File: config.mk
export PLATFORM = sky130hd
export DESIGN_NAME = ctc_greedy_decoder
export DESIGN_NICKNAME = d
export VERILOG_FILES = /design/src/hw/rtl/ctcg_pkg.sv /design/src/hw/rtl/ctcg_front.sv /design/src/hw/rtl/ctcg_queue.sv /design/src/hw/rtl/ctcg_back.sv /design/src/hw/rtl/ctc_greedy_decoder.sv
export SDC_FILE = /design/constraint.sdc
export NUM_CORES = 1
export LEC_CHECK = 0
export ABC_AREA = 1
export BUFFER_PORTS_ARGS = -buffer_cell sky130_fd_sc_hd__buf_2
export CAP_MARGIN = 20
export CORE_MARGIN = 3
export CORE_UTILIZATION = 57
export CTS_BUF_LIST = sky130_fd_sc_hd__clkbuf_4 sky130_fd_sc_hd__clkbuf_8 sky130_fd_sc_hd__clkbuf_16
export DETAILED_ROUTE_END_ITERATION = 7
export PLACE_DENSITY = 0.73
export SYNTH_ARGS = -nofsm -noshare
export SYNTH_HDL_FRONTEND = slang
export SYNTH_HIERARCHICAL = 1
export SYNTH_SLANG_ARGS = --single-unit
File: constraint.sdc
create_clock -name clk_i -period 5.7 [get_ports clk_i]
set_input_delay 1.14 -clock clk_i [delete_from_list [all_inputs] [get_ports clk_i]]
set_output_delay 1.14 -clock clk_i [all_outputs]
set_load 0.1 [all_outputs]
File: src/hw/rtl/ctcg_pkg.sv
// ctcg_pkg: widths, constants and shared types of the greedy CTC decoder.
// No dependencies; all ctcg_* modules and ctc_greedy_decoder refer to it by scoped names.
`default_nettype none

package ctcg_pkg;

  localparam int unsigned CLASS_W = 13;
  localparam int unsigned SCORE_W = 16;
  localparam int unsigned CNT_W   = 10;
  localparam int unsigned SUM_W   = 25;
  localparam int unsigned CFG_W   = 14;
  localparam int unsigned CFG_IDX_W = 1;

  localparam int unsigned MAX_CLASSES = 8192;
  localparam int unsigned MAX_STEPS   = 512;

  localparam logic [CFG_W-1:0] CLASS_COUNT_RST = 14'd6625;
  localparam logic [CFG_W-1:0] DICT_SIZE_RST   = 14'd6625;

  localparam logic [CFG_IDX_W-1:0] CFG_CLASS_COUNT = 1'b0;
  localparam logic [CFG_IDX_W-1:0] CFG_DICT_SIZE   = 1'b1;

  localparam logic KIND_CHAR    = 1'b0;
  localparam logic KIND_SUMMARY = 1'b1;

  // Result queue between front and back
  localparam int unsigned QUEUE_DEPTH = 4;
  localparam int unsigned QPTR_W      = 2;
  localparam int unsigned QCNT_W      = 3;

  // Average divider: quotient fits SCORE_W bits, one bit per cycle
  localparam int unsigned DIV_STEPS = 16;
  localparam int unsigned DIV_CNT_W = 4;

  typedef struct packed {
    logic               kind;
    logic [CLASS_W-1:0] cls;
    logic [SCORE_W-1:0] score;
    logic [CNT_W-1:0]   count;
    logic               last;
    logic [SUM_W-1:0]   sum;
  } entry_t;

  typedef struct packed {
    logic [1:0] num;
    entry_t     e0;
    entry_t     e1;
  } push_t;

endpackage

`default_nettype wire

File: src/hw/rtl/ctcg_front.sv
// ctcg_front: config registers, per-step argmax, repeat collapse and sequence totals.
// Depends on ctcg_pkg; pushes decoded characters and summary requests into ctcg_queue.
`default_nettype none

module ctcg_front (
  input  wire                          clk_i,
  input  wire                          rst_ni,
  input  wire                          cfg_we_i,
  input  wire [ctcg_pkg::CFG_IDX_W-1:0] cfg_idx_i,
  input  wire [ctcg_pkg::CFG_W-1:0]     cfg_data_i,
  input  wire                          in_valid_i,
  input  wire [ctcg_pkg::SCORE_W-1:0]   in_score_i,
  input  wire                          in_end_i,
  input  wire                          room_i,
  output logic                         in_ready_o,
  output ctcg_pkg::push_t              push_o
);

  logic [ctcg_pkg::CFG_W-1:0]   class_count_q, dict_size_q;
  logic [ctcg_pkg::CLASS_W-1:0] class_counter_q, class_counter_d;
  logic [ctcg_pkg::SCORE_W-1:0] best_score_q, best_score_d;
  logic [ctcg_pkg::CLASS_W-1:0] best_class_q, best_class_d;
  logic [ctcg_pkg::CLASS_W-1:0] prev_class_q, prev_class_d;
  logic                         prev_valid_q, prev_valid_d;
  logic [ctcg_pkg::SUM_W-1:0]   sum_q, sum_d;
  logic [ctcg_pkg::CNT_W-1:0]   total_q, total_d;

  logic [ctcg_pkg::CFG_W-1:0]   eff;
  logic [ctcg_pkg::CFG_W-1:0]   c_next;
  logic                         take, upd, step_end, novel, emit;
  ctcg_pkg::entry_t             char_e, sum_e;

  assign in_ready_o = room_i;
  assign take       = in_valid_i && room_i;

  always_comb begin
    eff = (class_count_q > ctcg_pkg::CFG_W'(ctcg_pkg::MAX_CLASSES))
        ? ctcg_pkg::CFG_W'(ctcg_pkg::MAX_CLASSES) : class_count_q;
    c_next   = {1'b0, class_counter_q} + ctcg_pkg::CFG_W'(1);
    step_end = !(c_next < eff) || in_end_i;

    upd          = (class_counter_q == '0) || (in_score_i > best_score_q);
    best_score_d = upd ? in_score_i : best_score_q;
    best_class_d = upd ? class_counter_q : best_class_q;

    novel = (best_class_d != '0) && !(prev_valid_q && (best_class_d == prev_class_q));
    emit  = step_end && novel && ({1'b0, best_class_d} < dict_size_q)
         && (total_q < ctcg_pkg::CNT_W'(ctcg_pkg::MAX_STEPS));

    sum_d   = sum_q + (emit ? ctcg_pkg::SUM_W'(best_score_d) : '0);
    total_d = total_q + (emit ? ctcg_pkg::CNT_W'(1) : '0);

    class_counter_d = step_end ? '0 : c_next[ctcg_pkg::CLASS_W-1:0];
    prev_class_d    = prev_class_q;
    prev_valid_d    = prev_valid_q;
    if (step_end && (best_class_d == '0)) begin
      prev_class_d = '0;
      prev_valid_d = 1'b1;
    end else if (step_end && novel) begin
      prev_class_d = best_class_d;
      prev_valid_d = 1'b1;
    end

    char_e.kind  = ctcg_pkg::KIND_CHAR;
    char_e.cls   = best_class_d;
    char_e.score = best_score_d;
    char_e.count = total_d;
    char_e.last  = !in_end_i;
    char_e.sum   = '0;

    sum_e.kind  = ctcg_pkg::KIND_SUMMARY;
    sum_e.cls   = '0;
    sum_e.score = '0;
    sum_e.count = total_d;
    sum_e.last  = 1'b1;
    sum_e.sum   = sum_d;

    push_o.e0  = emit ? char_e : sum_e;
    push_o.e1  = sum_e;
    push_o.num = take ? (2'(emit) + 2'(in_end_i)) : 2'd0;
  end

  always_ff @(posedge clk_i or negedge rst_ni) begin
    if (!rst_ni) begin
      class_count_q <= ctcg_pkg::CLASS_COUNT_RST;
      dict_size_q   <= ctcg_pkg::DICT_SIZE_RST;
    end else if (cfg_we_i) begin
      if (cfg_idx_i == ctcg_pkg::CFG_CLASS_COUNT) begin
        class_count_q <= cfg_data_i;
      end else if (cfg_idx_i == ctcg_pkg::CFG_DICT_SIZE) begin
        dict_size_q <= cfg_data_i;
      end
    end
  end

  always_ff @(posedge clk_i or negedge rst_ni) begin
    if (!rst_ni) begin
      class_counter_q <= '0;
      best_score_q    <= '0;
      best_class_q    <= '0;
      prev_class_q    <= '0;
      prev_valid_q    <= 1'b0;
      sum_q           <= '0;
      total_q         <= '0;
    end else if (take) begin
      if (in_end_i) begin
        // summary queued: drop all sequence state
        class_counter_q <= '0;
        best_score_q    <= '0;
        best_class_q    <= '0;
        prev_class_q    <= '0;
        prev_valid_q    <= 1'b0;
        sum_q           <= '0;
        total_q         <= '0;
      end else begin
        class_counter_q <= class_counter_d;
        best_score_q    <= best_score_d;
        best_class_q    <= best_class_d;
        prev_class_q    <= prev_class_d;
        prev_valid_q    <= prev_valid_d;
        sum_q           <= sum_d;
        total_q         <= total_d;
      end
    end
  end

endmodule

`default_nettype wire

File: src/hw/rtl/ctcg_queue.sv
// ctcg_queue: short result queue taking up to two entries and giving one per cycle when popped.
// Depends on ctcg_pkg; sits between ctcg_front and ctcg_back.
`default_nettype none

module ctcg_queue (
  input  wire                   clk_i,
  input  wire                   rst_ni,
  input  wire ctcg_pkg::push_t  push_i,
  input  wire                   pop_i,
  output logic                  room_o,
  output logic                  head_valid_o,
  output ctcg_pkg::entry_t      head_o
);

  ctcg_pkg::entry_t                 entries_q [ctcg_pkg::QUEUE_DEPTH];
  logic [ctcg_pkg::QPTR_W-1:0]      wr_ptr_q, rd_ptr_q, wr_ptr1;
  logic [ctcg_pkg::QCNT_W-1:0]      count_q;
  logic                             do_pop;

  assign head_valid_o = (count_q != '0);
  assign head_o       = entries_q[rd_ptr_q];
  // room for the worst case of a character plus a summary
  assign room_o       = (count_q <= ctcg_pkg::QCNT_W'(ctcg_pkg::QUEUE_DEPTH - 2));
  assign do_pop       = pop_i && head_valid_o;
  assign wr_ptr1      = wr_ptr_q + ctcg_pkg::QPTR_W'(1);

  always_ff @(posedge clk_i) begin
    if (push_i.num != 2'd0) begin
      entries_q[wr_ptr_q] <= push_i.e0;
    end
    if (push_i.num == 2'd2) begin
      entries_q[wr_ptr1] <= push_i.e1;
    end
  end

  always_ff @(posedge clk_i or negedge rst_ni) begin
    if (!rst_ni) begin
      wr_ptr_q <= '0;
      rd_ptr_q <= '0;
      count_q  <= '0;
    end else begin
      wr_ptr_q <= wr_ptr_q + ctcg_pkg::QPTR_W'(push_i.num);
      if (do_pop) begin
        rd_ptr_q <= rd_ptr_q + ctcg_pkg::QPTR_W'(1);
      end
      count_q <= count_q + ctcg_pkg::QCNT_W'(push_i.num) - ctcg_pkg::QCNT_W'(do_pop);
    end
  end

endmodule

`default_nettype wire

File: src/hw/rtl/ctcg_back.sv
// ctcg_back: drains the result queue, divides the score sum for summaries, drives the output.
// Depends on ctcg_pkg; fed by ctcg_queue.
`default_nettype none

module ctcg_back (
  input  wire                          clk_i,
  input  wire                          rst_ni,
  input  wire                          head_valid_i,
  input  wire ctcg_pkg::entry_t        head_i,
  output logic                         pop_o,
  output logic                         out_valid_o,
  input  wire                          out_ready_i,
  output logic                         out_kind_o,
  output logic [ctcg_pkg::CLASS_W-1:0] out_cls_o,
  output logic [ctcg_pkg::SCORE_W-1:0] out_score_o,
  output logic [ctcg_pkg::CNT_W-1:0]   out_count_o,
  output logic                         out_last_o
);

  typedef enum logic [2:0] {
    ST_IDLE = 3'b001,
    ST_DIV  = 3'b010,
    ST_DONE = 3'b100
  } state_e;

  state_e                         state_q, state_d;
  logic [ctcg_pkg::CNT_W-1:0]     rem_q, rem_d;
  logic [ctcg_pkg::SCORE_W-1:0]   quo_q, quo_d;
  logic [ctcg_pkg::CNT_W-1:0]     divisor_q, divisor_d;
  logic [ctcg_pkg::DIV_CNT_W-1:0] step_q, step_d;
  logic                           out_valid_q;
  logic                           kind_q, last_q;
  logic [ctcg_pkg::CLASS_W-1:0]   cls_q;
  logic [ctcg_pkg::SCORE_W-1:0]   score_q;
  logic [ctcg_pkg::CNT_W-1:0]     count_q;

  logic                           out_free, needs_div, load;
  logic [ctcg_pkg::CNT_W:0]       trial;
  logic                           q_bit;
  ctcg_pkg::entry_t               ld_e;

  assign out_free  = !out_valid_q || out_ready_i;
  assign pop_o     = (state_q == ST_IDLE) && head_valid_i && out_free;
  assign needs_div = (head_i.kind == ctcg_pkg::KIND_SUMMARY) && (head_i.count != '0);

  always_comb begin
    trial = {rem_q, quo_q[ctcg_pkg::SCORE_W-1]};
    q_bit = (trial >= {1'b0, divisor_q});

    state_d   = state_q;
    rem_d     = rem_q;
    quo_d     = quo_q;
    divisor_d = divisor_q;
    step_d    = step_q;
    load      = 1'b0;
    ld_e      = head_i;

    case (state_q)
      ST_IDLE: begin
        if (pop_o) begin
          if (needs_div) begin
            // high part of the sum is already below the count
            rem_d     = ctcg_pkg::CNT_W'(head_i.sum[ctcg_pkg::SUM_W-1:ctcg_pkg::SCORE_W]);
            quo_d     = head_i.sum[ctcg_pkg::SCORE_W-1:0];
            divisor_d = head_i.count;
            step_d    = '0;
            state_d   = ST_DIV;
          end else begin
            load = 1'b1;
          end
        end
      end
      ST_DIV: begin
        rem_d  = q_bit ? ctcg_pkg::CNT_W'(trial - {1'b0, divisor_q})
                       : trial[ctcg_pkg::CNT_W-1:0];
        quo_d  = {quo_q[ctcg_pkg::SCORE_W-2:0], q_bit};
        step_d = step_q + ctcg_pkg::DIV_CNT_W'(1);
        if (step_q == ctcg_pkg::DIV_CNT_W'(ctcg_pkg::DIV_STEPS - 1)) begin
          state_d = ST_DONE;
        end
      end
      ST_DONE: begin
        ld_e.kind  = ctcg_pkg::KIND_SUMMARY;
        ld_e.cls   = '0;
        ld_e.score = quo_q;
        ld_e.count = divisor_q;
        ld_e.last  = 1'b1;
        if (out_free) begin
          load    = 1'b1;
          state_d = ST_IDLE;
        end
      end
      default: state_d = ST_IDLE;
    endcase
  end

  always_ff @(posedge clk_i or negedge rst_ni) begin
    if (!rst_ni) begin
      state_q     <= ST_IDLE;
      out_valid_q <= 1'b0;
      step_q      <= '0;
    end else begin
      state_q <= state_d;
      step_q  <= step_d;
      if (load) begin
        out_valid_q <= 1'b1;
      end else if (out_ready_i) begin
        out_valid_q <= 1'b0;
      end
    end
  end

  always_ff @(posedge clk_i) begin
    rem_q     <= rem_d;
    quo_q     <= quo_d;
    divisor_q <= divisor_d;
    if (load) begin
      kind_q  <= ld_e.kind;
      cls_q   <= ld_e.cls;
      score_q <= ld_e.score;
      count_q <= ld_e.count;
      last_q  <= ld_e.last;
    end
  end

  assign out_valid_o = out_valid_q;
  assign out_kind_o  = kind_q;
  assign out_cls_o   = cls_q;
  assign out_score_o = score_q;
  assign out_count_o = count_q;
  assign out_last_o  = last_q;

endmodule

`default_nettype wire

File: src/hw/rtl/ctc_greedy_decoder.sv
// ctc_greedy_decoder: top level of the streaming greedy CTC decoder.
// Depends on ctcg_pkg, ctcg_front, ctcg_queue and ctcg_back.
//
//   channel   dir  handshake              payload
//   s_axis    in   tvalid/tready          tdata = class_score, tlast = sequence_end
//   m_axis    out  tvalid/tready          tdata = class_index, score_value,
//                                         decoded_count; tuser = kind; tlast = last
//   cfg       in   cfg_we_i (no wait)     cfg_idx_i, cfg_data_i
//
// One score is taken per cycle while the result queue has room for two entries.
// A character goes through the queue to the output register if none waits ahead.
// A summary with a nonzero count runs the bit-serial divider before it is loaded.
// Output stalls back up through the 4-entry queue into s_axis_tready.
// Reset clears all sequence state and loads both registers with 6625.
`default_nettype none

module ctc_greedy_decoder (
  input  wire                            clk_i,
  input  wire                            rst_ni,
  input  wire                            cfg_we_i,
  input  wire [ctcg_pkg::CFG_IDX_W-1:0]  cfg_idx_i,
  input  wire [ctcg_pkg::CFG_W-1:0]      cfg_data_i,
  input  wire                            s_axis_tvalid,
  output logic                           s_axis_tready,
  input  wire [15:0]                     s_axis_tdata,  // class_score
  input  wire                            s_axis_tlast,  // sequence_end
  output logic                           m_axis_tvalid,
  input  wire                            m_axis_tready,
  output logic [39:0]                    m_axis_tdata,  // class_index, score_value,
                                                        // decoded_count, zero pad
  output logic                           m_axis_tuser,  // result_kind
  output logic                           m_axis_tlast   // last_of_run
);

  ctcg_pkg::push_t              push;
  ctcg_pkg::entry_t             head;
  logic                         room, head_valid, pop;
  logic [ctcg_pkg::CLASS_W-1:0] out_cls;
  logic [ctcg_pkg::SCORE_W-1:0] out_score;
  logic [ctcg_pkg::CNT_W-1:0]   out_count;

  ctcg_front u_front (
    .clk_i      (clk_i),
    .rst_ni     (rst_ni),
    .cfg_we_i   (cfg_we_i),
    .cfg_idx_i  (cfg_idx_i),
    .cfg_data_i (cfg_data_i),
    .in_valid_i (s_axis_tvalid),
    .in_score_i (s_axis_tdata),
    .in_end_i   (s_axis_tlast),
    .room_i     (room),
    .in_ready_o (s_axis_tready),
    .push_o     (push)
  );

  ctcg_queue u_queue (
    .clk_i        (clk_i),
    .rst_ni       (rst_ni),
    .push_i       (push),
    .pop_i        (pop),
    .room_o       (room),
    .head_valid_o (head_valid),
    .head_o       (head)
  );

  ctcg_back u_back (
    .clk_i        (clk_i),
    .rst_ni       (rst_ni),
    .head_valid_i (head_valid),
    .head_i       (head),
    .pop_o        (pop),
    .out_valid_o  (m_axis_tvalid),
    .out_ready_i  (m_axis_tready),
    .out_kind_o   (m_axis_tuser),
    .out_cls_o    (out_cls),
    .out_score_o  (out_score),
    .out_count_o  (out_count),
    .out_last_o   (m_axis_tlast)
  );

  assign m_axis_tdata = {1'b0, out_count, out_score, out_cls};

endmodule

`default_nettype wire

==> flow_summary.yaml, run 1 <==
sta:
  slew_violations: 0
  worst_pin_slew_ns: 0.996
  setup_viol: 0
  layout_min_cycle_time_ns: 5.58
  finalHoldViolCount: 0
  relSlewSlack_pct: 33.6
  fmax_mhz: 179
  fin_worst_skew_ns: 0.0208
  fin_crit_sh_pct: 97.9
critical_path:
  worstPathArrival_ns: 6.04
  crit_path_max_incr_delay_ns: 0.39
  critPathSlowestCell: "fa_2"
  crit_top_cell: "nand2_1"
  cp.required_ns: 6.16
  critical_path.max_fanout: 8
  endpoint_kind: "register"
  path_class: "in2reg"
  critPathLaunchType: "primary input"
floorplan:
  io_pins: 81
  die_h_um: 224
  initial_utilization_pct: 58.0
  num_rows: 79
  core_area_um2: 46900
  dieArea_um2: 50400
  die_x_um: 224
drt:
  vias: 23985
  first_pass_iters: 6
  drt-initial-drc-count: 2621
  routed_wl_um: 78400
  via_per_inst: 5.67
  wl_per_cell_um: 18.5
  drc: 0
  drtAntennaViolNets: 0
synthesis:
  synth_edf_count: 341
  async_reset_ff_share_pct: 28.2
  synthXorXnorAreaFrac_pct: 1.19
  synth_top_area_cell: "edfxtp_1"
  synth.area.top_cells: "edfxtp_1 (38%), nand2_1 (17%), dfrtp_1 (11%)"
  syn_avg_cell_area_um2: 7.99
  synth-seq-cells: 475
  muxShareOfSynthArea_pct: 0
  synth_cell_types: 52
  synth_compound_area_share_pct: 7.29
  yosysMostFrequentCell: "nand2_1"
  yosys.area_share.simple_pct: 28.4
  synthTopCellsByCount: "nand2_1 (1225), edfxtp_1 (341), inv_1 (323)"
  synth_fa_ha_area_share_pct: 3.76
  synth_top_family_by_area: "simple AND/OR/NAND/NOR gates"
  synth_top_flop_cell: "edfxtp_1"
  yosysWarnings: 6
  yosysSeqAreaShare_pct: 50.1
  postSynthCellCount: 3403
  synth_area_um2: 27200
  synth_top_area_share_pct: 37.7
cts:
  clkLatencyLatePin_ns: 0.60
  max-clock-path-buffers: 3
  cts_root_buf: "clkbuf_16"
  clock_sink_count: 475
  cts.htree.levels: 2
  cts_buffers: 52
  clkSlewWorstSetupHoldPaths_ns: 0.06
  cts_tree: "done"
cells_and_area:
  multiInputGateArea_um2: 11800
  final_area_um2: 31800
  ff_latch_area_um2: 13600
  fin_cells: 4233
  drive_gt1_share_pct: 16.9
  diodes: 0
  n_fill_cell: 3691
  nets: 3700
  syn2layout_area_growth_pct: 17.0
placement:
  dpl.hpwl_um: 50600
  routabilityCongestion: 0.938
  dpl.cell_count: 4108
  io_buffer_count: 79
  place_area_um2: 29300
global_route:
  grt.total_usage_pct: 30.4
  first_global_vias: 22948
  antenna_found_initial: 1
  grt_pass1_wl_um: 122000
  grt_overflow_total: 0
  grt_max_degree: 100
hold_path:
  hp-class: "reg2reg"
power:
  power_density_nw_per_um2: 625
  p_total_mw: 19.9
  ir_worst_vdd_mv: 0.459
  leakage_nw: 15.2
run_status:
  status: "complete, no violations"
job:
  maxCapViolations: 0
-- sequential cells by signal, indices dropped and copies added (netlist names), 4 cells and up --
signal	cells
u_back/divisor_q	10
u_front/class_counter_q	13
u_front/sum_q	25
u_back/quo_q	16
u_queue/entries_q	264
u_front/prev_class_q	13
u_back/out_score_o	16
u_front/best_class_q	13
u_front/dict_size_q	14
u_back/rem_q	10
u_front/best_score_q	16
u_back/out_count_o	10
u_front/total_q	10
u_back/step_q	4
u_front/class_count_q	14
u_back/out_cls_o	13
-- through the flow --
step | hold slack (ns) | utilization, % | setup TNS (ns) | setup slack (ns)
global placement | 0.454 | 62.5 | -25.23 | -0.476
CTS | 0.477 | 66.4 | 0 | 0.0524
global route | 0.513 | 67.9 | -2.42 | -0.118
floorplan | 0.442 | - | -0.124 | -0.0262
finish | 0.478 | 67.9 | 0 | 0.122
detailed placement | 0.462 | 62.5 | -34.10 | -0.566
-- power breakdown --
part	switching [mW]	internal (mW)	total, mW
Combinational	7.43	3.28	10.7
Sequential	0.407	5.24	5.65
Clock	1.41	2.11	3.52
Total	9.24	10.6	19.9
-- final cells by class --
type / count / share of cell area, %
clock buffers: 65 / 4.53
clock inverters: 32 / 1.09
inverters: 333 / 3.95
multi-input cells: 2396 / 37.2
flip-flops and latches: 475 / 42.8
well taps: 607 / 2.39
repair buffers: 325 / 8.00
-- critical path, delay by kind of cell --
kind / cells / cell delay (ns)
AND/OR/NAND/NOR: 19 / 1.99
adder cells (fa/ha/maj): 4 / 1.03
buffers and inverters: 7 / 0.94
AO/OA/AOI/OAI: 5 / 0.68
XOR/XNOR: 1 / 0.24
-- logic make-up after synthesis --
kind of cell               Yosys count
and+or+nand+nor                   1878
DFF                                475
other                                3
adders and majority gates           80
xor gates and xnor gates            37
buffers and inverters              563
AOI/OAI and AO/OA                  367
-- routing by layer --
layer  track usage, %  wire [um]
met5                0          0
met3             4.99       8020
met4             11.2       2150
met2             47.2      35500
met1             43.6      32800
-- placed cells by master, fill, tap and decap left out, drive strengths merged --
master and n:
o32ai 1, and2 1, o211ai 2, a31o 1, nor3 12, conb 32
a21o 2, or2 7, nor2 276, nand2 1246, nand3b 6, or4 1
o22ai 30, xnor2 9, o31ai 1, fa 3, nand4 12, nor4 8
buf 322, a31oi 1, inv 332, o21ai 250, bufinv 7, clkbuf 68
dfrtp 119, edfxtp 341, a211oi 1, nor3b 1, o21a 4, dfstp 15
a21boi 1, ha 77, o311ai 1, nand3 310, clkinv 23, clkinvlp 3
xor2 28, a21oi 57, a22o 15
-- final timing paths --
kind                                                from                    endpoint  slack (ns)  cells after the start
worst min-delay path                u_front/prev_valid_q        u_front/prev_valid_q        0.48                      2
max in group asynchronous                         rst_ni  u_front/class_counter_q[8]        3.79                      2
worst min register to register      u_front/prev_valid_q        u_front/prev_valid_q        0.48                      2
worst max-delay path                    s_axis_tdata[10]    u_queue/entries_q[2][12]        0.12                     36
worst max register to register  u_front/class_count_q[6]    u_queue/entries_q[2][12]        0.26                     33
min in group asynchronous                         rst_ni     u_front/prev_class_q[4]        0.67                      1
-- timing repair --
| item | 4_1_cts | 5_1_grt |
|---|---|---|
| buffers inserted | 0 | 22 |
| setup endpoints to repair | 39 | 83 |
| cloned | 0 | 5 |
| hold buffers | 0 | 0 |
| pin swaps | 1 | 41 |
| gates resized for setup | 3 | 95 |
No activity file was read; power rests on OpenSTA's default activity.
==> run 2: changes to the inputs <==
==> constraint.sdc (replaced) <==
create_clock -name clk_i -period 5.7 [get_ports clk_i]
set_input_delay 1.71 -clock clk_i [delete_from_list [all_inputs] [get_ports clk_i]]
set_output_delay 1.71 -clock clk_i [all_outputs]
set_load 0.1 [all_outputs]
==> run 2 against run 1 <==
The flow now finishes with violations (negative setup slack). Critical path type unchanged. Via count increased by 0.58%. Sequential cell count unchanged. Clock skew decreased by 0.0051 ns. Combinational power increased by 7%. Die area unchanged. Highest routed layer unchanged. Sequential share of layout area decreased by 1.3 points. Design area increased by 3.1%. Critical path depth decreased by 3. First-iteration DRC count increased by 8.4%. Core utilization increased by 2.1 points.
==> flow_summary.yaml, run 2 (same netlist as run 1, synthesis figures left out) <==
hold_path:
  holdCritStartpoint: "u_front/dict_size_q[9]"
  hp-class: "reg2reg"
  hold_depth: 2
  hold_end: "u_front/dict_size_q[9]"
cells_and_area:
  top_register: "u_queue/entries_q"
  multiInputGateArea_um2: 12300
  drive_gt1_share_pct: 20.0
  n_fill_cell: 3660
  layout_common_cells: "nand2_1 (1173), edfxtp_1 (341), inv_1 (302)"
  ff_latch_area_um2: 13600
  reg_top3: "u_queue/entries_q x264, u_front/sum_q x25"
  largest_register_ffs: 264
  final_common_cell: "nand2_1"
  nets: 3747
  syn2layout_area_growth_pct: 20.6
floorplan:
  die_h_um: 224
  io_pins: 81
  dieArea_um2: 50400
  num_rows: 79
  initial_utilization_pct: 58.0
  die_x_um: 224
  core_area_um2: 46900
cts:
  cts_tree: "done"
  cts.htree.levels: 2
  clock_sink_count: 475
  cts_buffers: 50
  cts_root_buf: "clkbuf_16"
  clkLatencyLatePin_ns: 0.61
  clkSlewWorstSetupHoldPaths_ns: 0.06
  max-clock-path-buffers: 3
run_status:
  violations: "negative setup slack"
  status: "finished with violations"
placement:
  dp_slack_ns: -1.10
  io_buffer_count: 79
  routabilityCongestion: 0.897
  dpl.hpwl_um: 52500
critical_path:
  cp.required_ns: 6.05
  worstReg2RegEnd: "u_queue/entries_q[1][18]"
  r2r_setup_slack_ns: 0.09
  crit_path_max_incr_delay_ns: 0.29
  critical_path.max_fanout: 10
  reg2regPathDepth: 33
  endpoint_kind: "register"
  critPathLaunchType: "primary input"
  path_class: "in2reg"
  critPathSlowestCell: "ha_4"
  worstPathArrival_ns: 6.37
  r2r_start: "u_front/class_count_q[6]"
drt:
  highest_layer: "met4"
  via_per_inst: 5.64
  wl_met2_um: 37600
  vias: 24125
  drc: 0
  routed_wl_um: 80800
  drt-initial-drc-count: 2841
  met1Wirelength_um: 33600
  wl_per_cell_um: 18.9
  drtAntennaViolNets: 0
  first_pass_iters: 6
  wl_met3_um: 7690
job:
  maxCapViolations: 0
sta:
  relSlewSlack_pct: 22.4
  worst_pin_slew_ns: 1.16
  fin_worst_skew_ns: 0.0157
  slew_violations: 0
  layout_min_cycle_time_ns: 6.02
  fmax_mhz: 166
  fin_crit_sh_pct: 106
  setup_viol: 77
  setup_tns_ns: -13.41
  rsz0062_at_grt: "yes"
  layout_setup_ws_ns: -0.316
  finalHoldViolCount: 0
global_route:
  antenna_found_initial: 1
  grt.total_usage_pct: 31.5
  first_global_vias: 23335
  grt_overflow_total: 0
  grt_max_degree: 92
  grt_pass1_wl_um: 126000
power:
  leakage_nw: 15.5
  power_density_nw_per_um2: 620
  ir_worst_vdd_mv: 0.415
[run 2: cell count changes in the layout (fill, tap and decap cells not counted), sizes merged]
cell,previous run,this run
clkinvlp,3,0
buf,322,374
clkinv,23,15
diode,0,1
bufinv,7,1
clkbuf,68,79
nand2,1246,1245
[run 2: worst max-delay path by stage]
stage                                start                        to  depth (start not counted)
after CTS                 s_axis_tdata[10]  u_queue/entries_q[2][23]                         31
after global placement    s_axis_tdata[15]  u_queue/entries_q[1][20]                         35
after detailed placement  s_axis_tdata[15]  u_queue/entries_q[1][18]                         35
after global routing      s_axis_tdata[11]  u_queue/entries_q[2][23]                         33
final                     s_axis_tdata[11]  u_queue/entries_q[2][23]                         33
after floorplan           s_axis_tdata[11]  u_queue/entries_q[2][12]                         35
[run 2: metal layers]
layer,vias up,global-route usage [%]
li1,11399,-
met1,11373,44.6
met2,1193,50.3
met3,160,5.65
met4,0,9.41
met5,-,0
[run 2: repair_timing]
action,in CTS,in global routing
resized for setup,92,105
setup endpoints to repair,93,319
endpoints found under the hold margin,0,0
pin swaps,66,57
hold buffers,0,0
buffers inserted,19,20
cloned,2,1
[run 2: stage by stage]
stage                     hold slack, ns  util, %  power, mW  area, um^2  instances
after floorplan                    0.442        -       12.6       27600       3432
after global placement             0.461     63.8       15.7       29900       4150
after detailed placement           0.471     63.8       16.0       29900       4150
after CTS                          0.488     68.6       19.7       32200       4261
after global routing               0.517     70.0       21.5       32800       4278
final                              0.488     70.0       20.3       32800       4279
[run 2: critical path, delay by kind of cell]
| family | cells | cell delay, ns |
|---|---|---|
| xor gates and xnor gates | 1 | 0.23 |
| and+or+nand+nor | 19 | 2.13 |
| buffers and inverters | 7 | 0.91 |
| adders and majority gates | 3 | 0.83 |
| AOI/OAI and AO/OA | 3 | 0.51 |
[run 2: cell type report]
cell class | instances | share of cell area [%]
tap | 607 | 2.32
clock inverter | 15 | 0.347
antenna | 1 | 0.00763
timing repair buffer | 375 | 9.63
clock buffer | 78 | 4.63
sequential | 475 | 41.5
multi-input combinational | 2395 | 37.7
inverter | 333 | 3.86
[run 2: power breakdown]
part / total (mW) / internal (mW) / switching [mW]
clock network: 3.24 / 1.88 / 1.37
registers: 5.73 / 5.24 / 0.490
logic: 11.4 / 3.67 / 7.68
total: 20.3 / 10.8 / 9.53
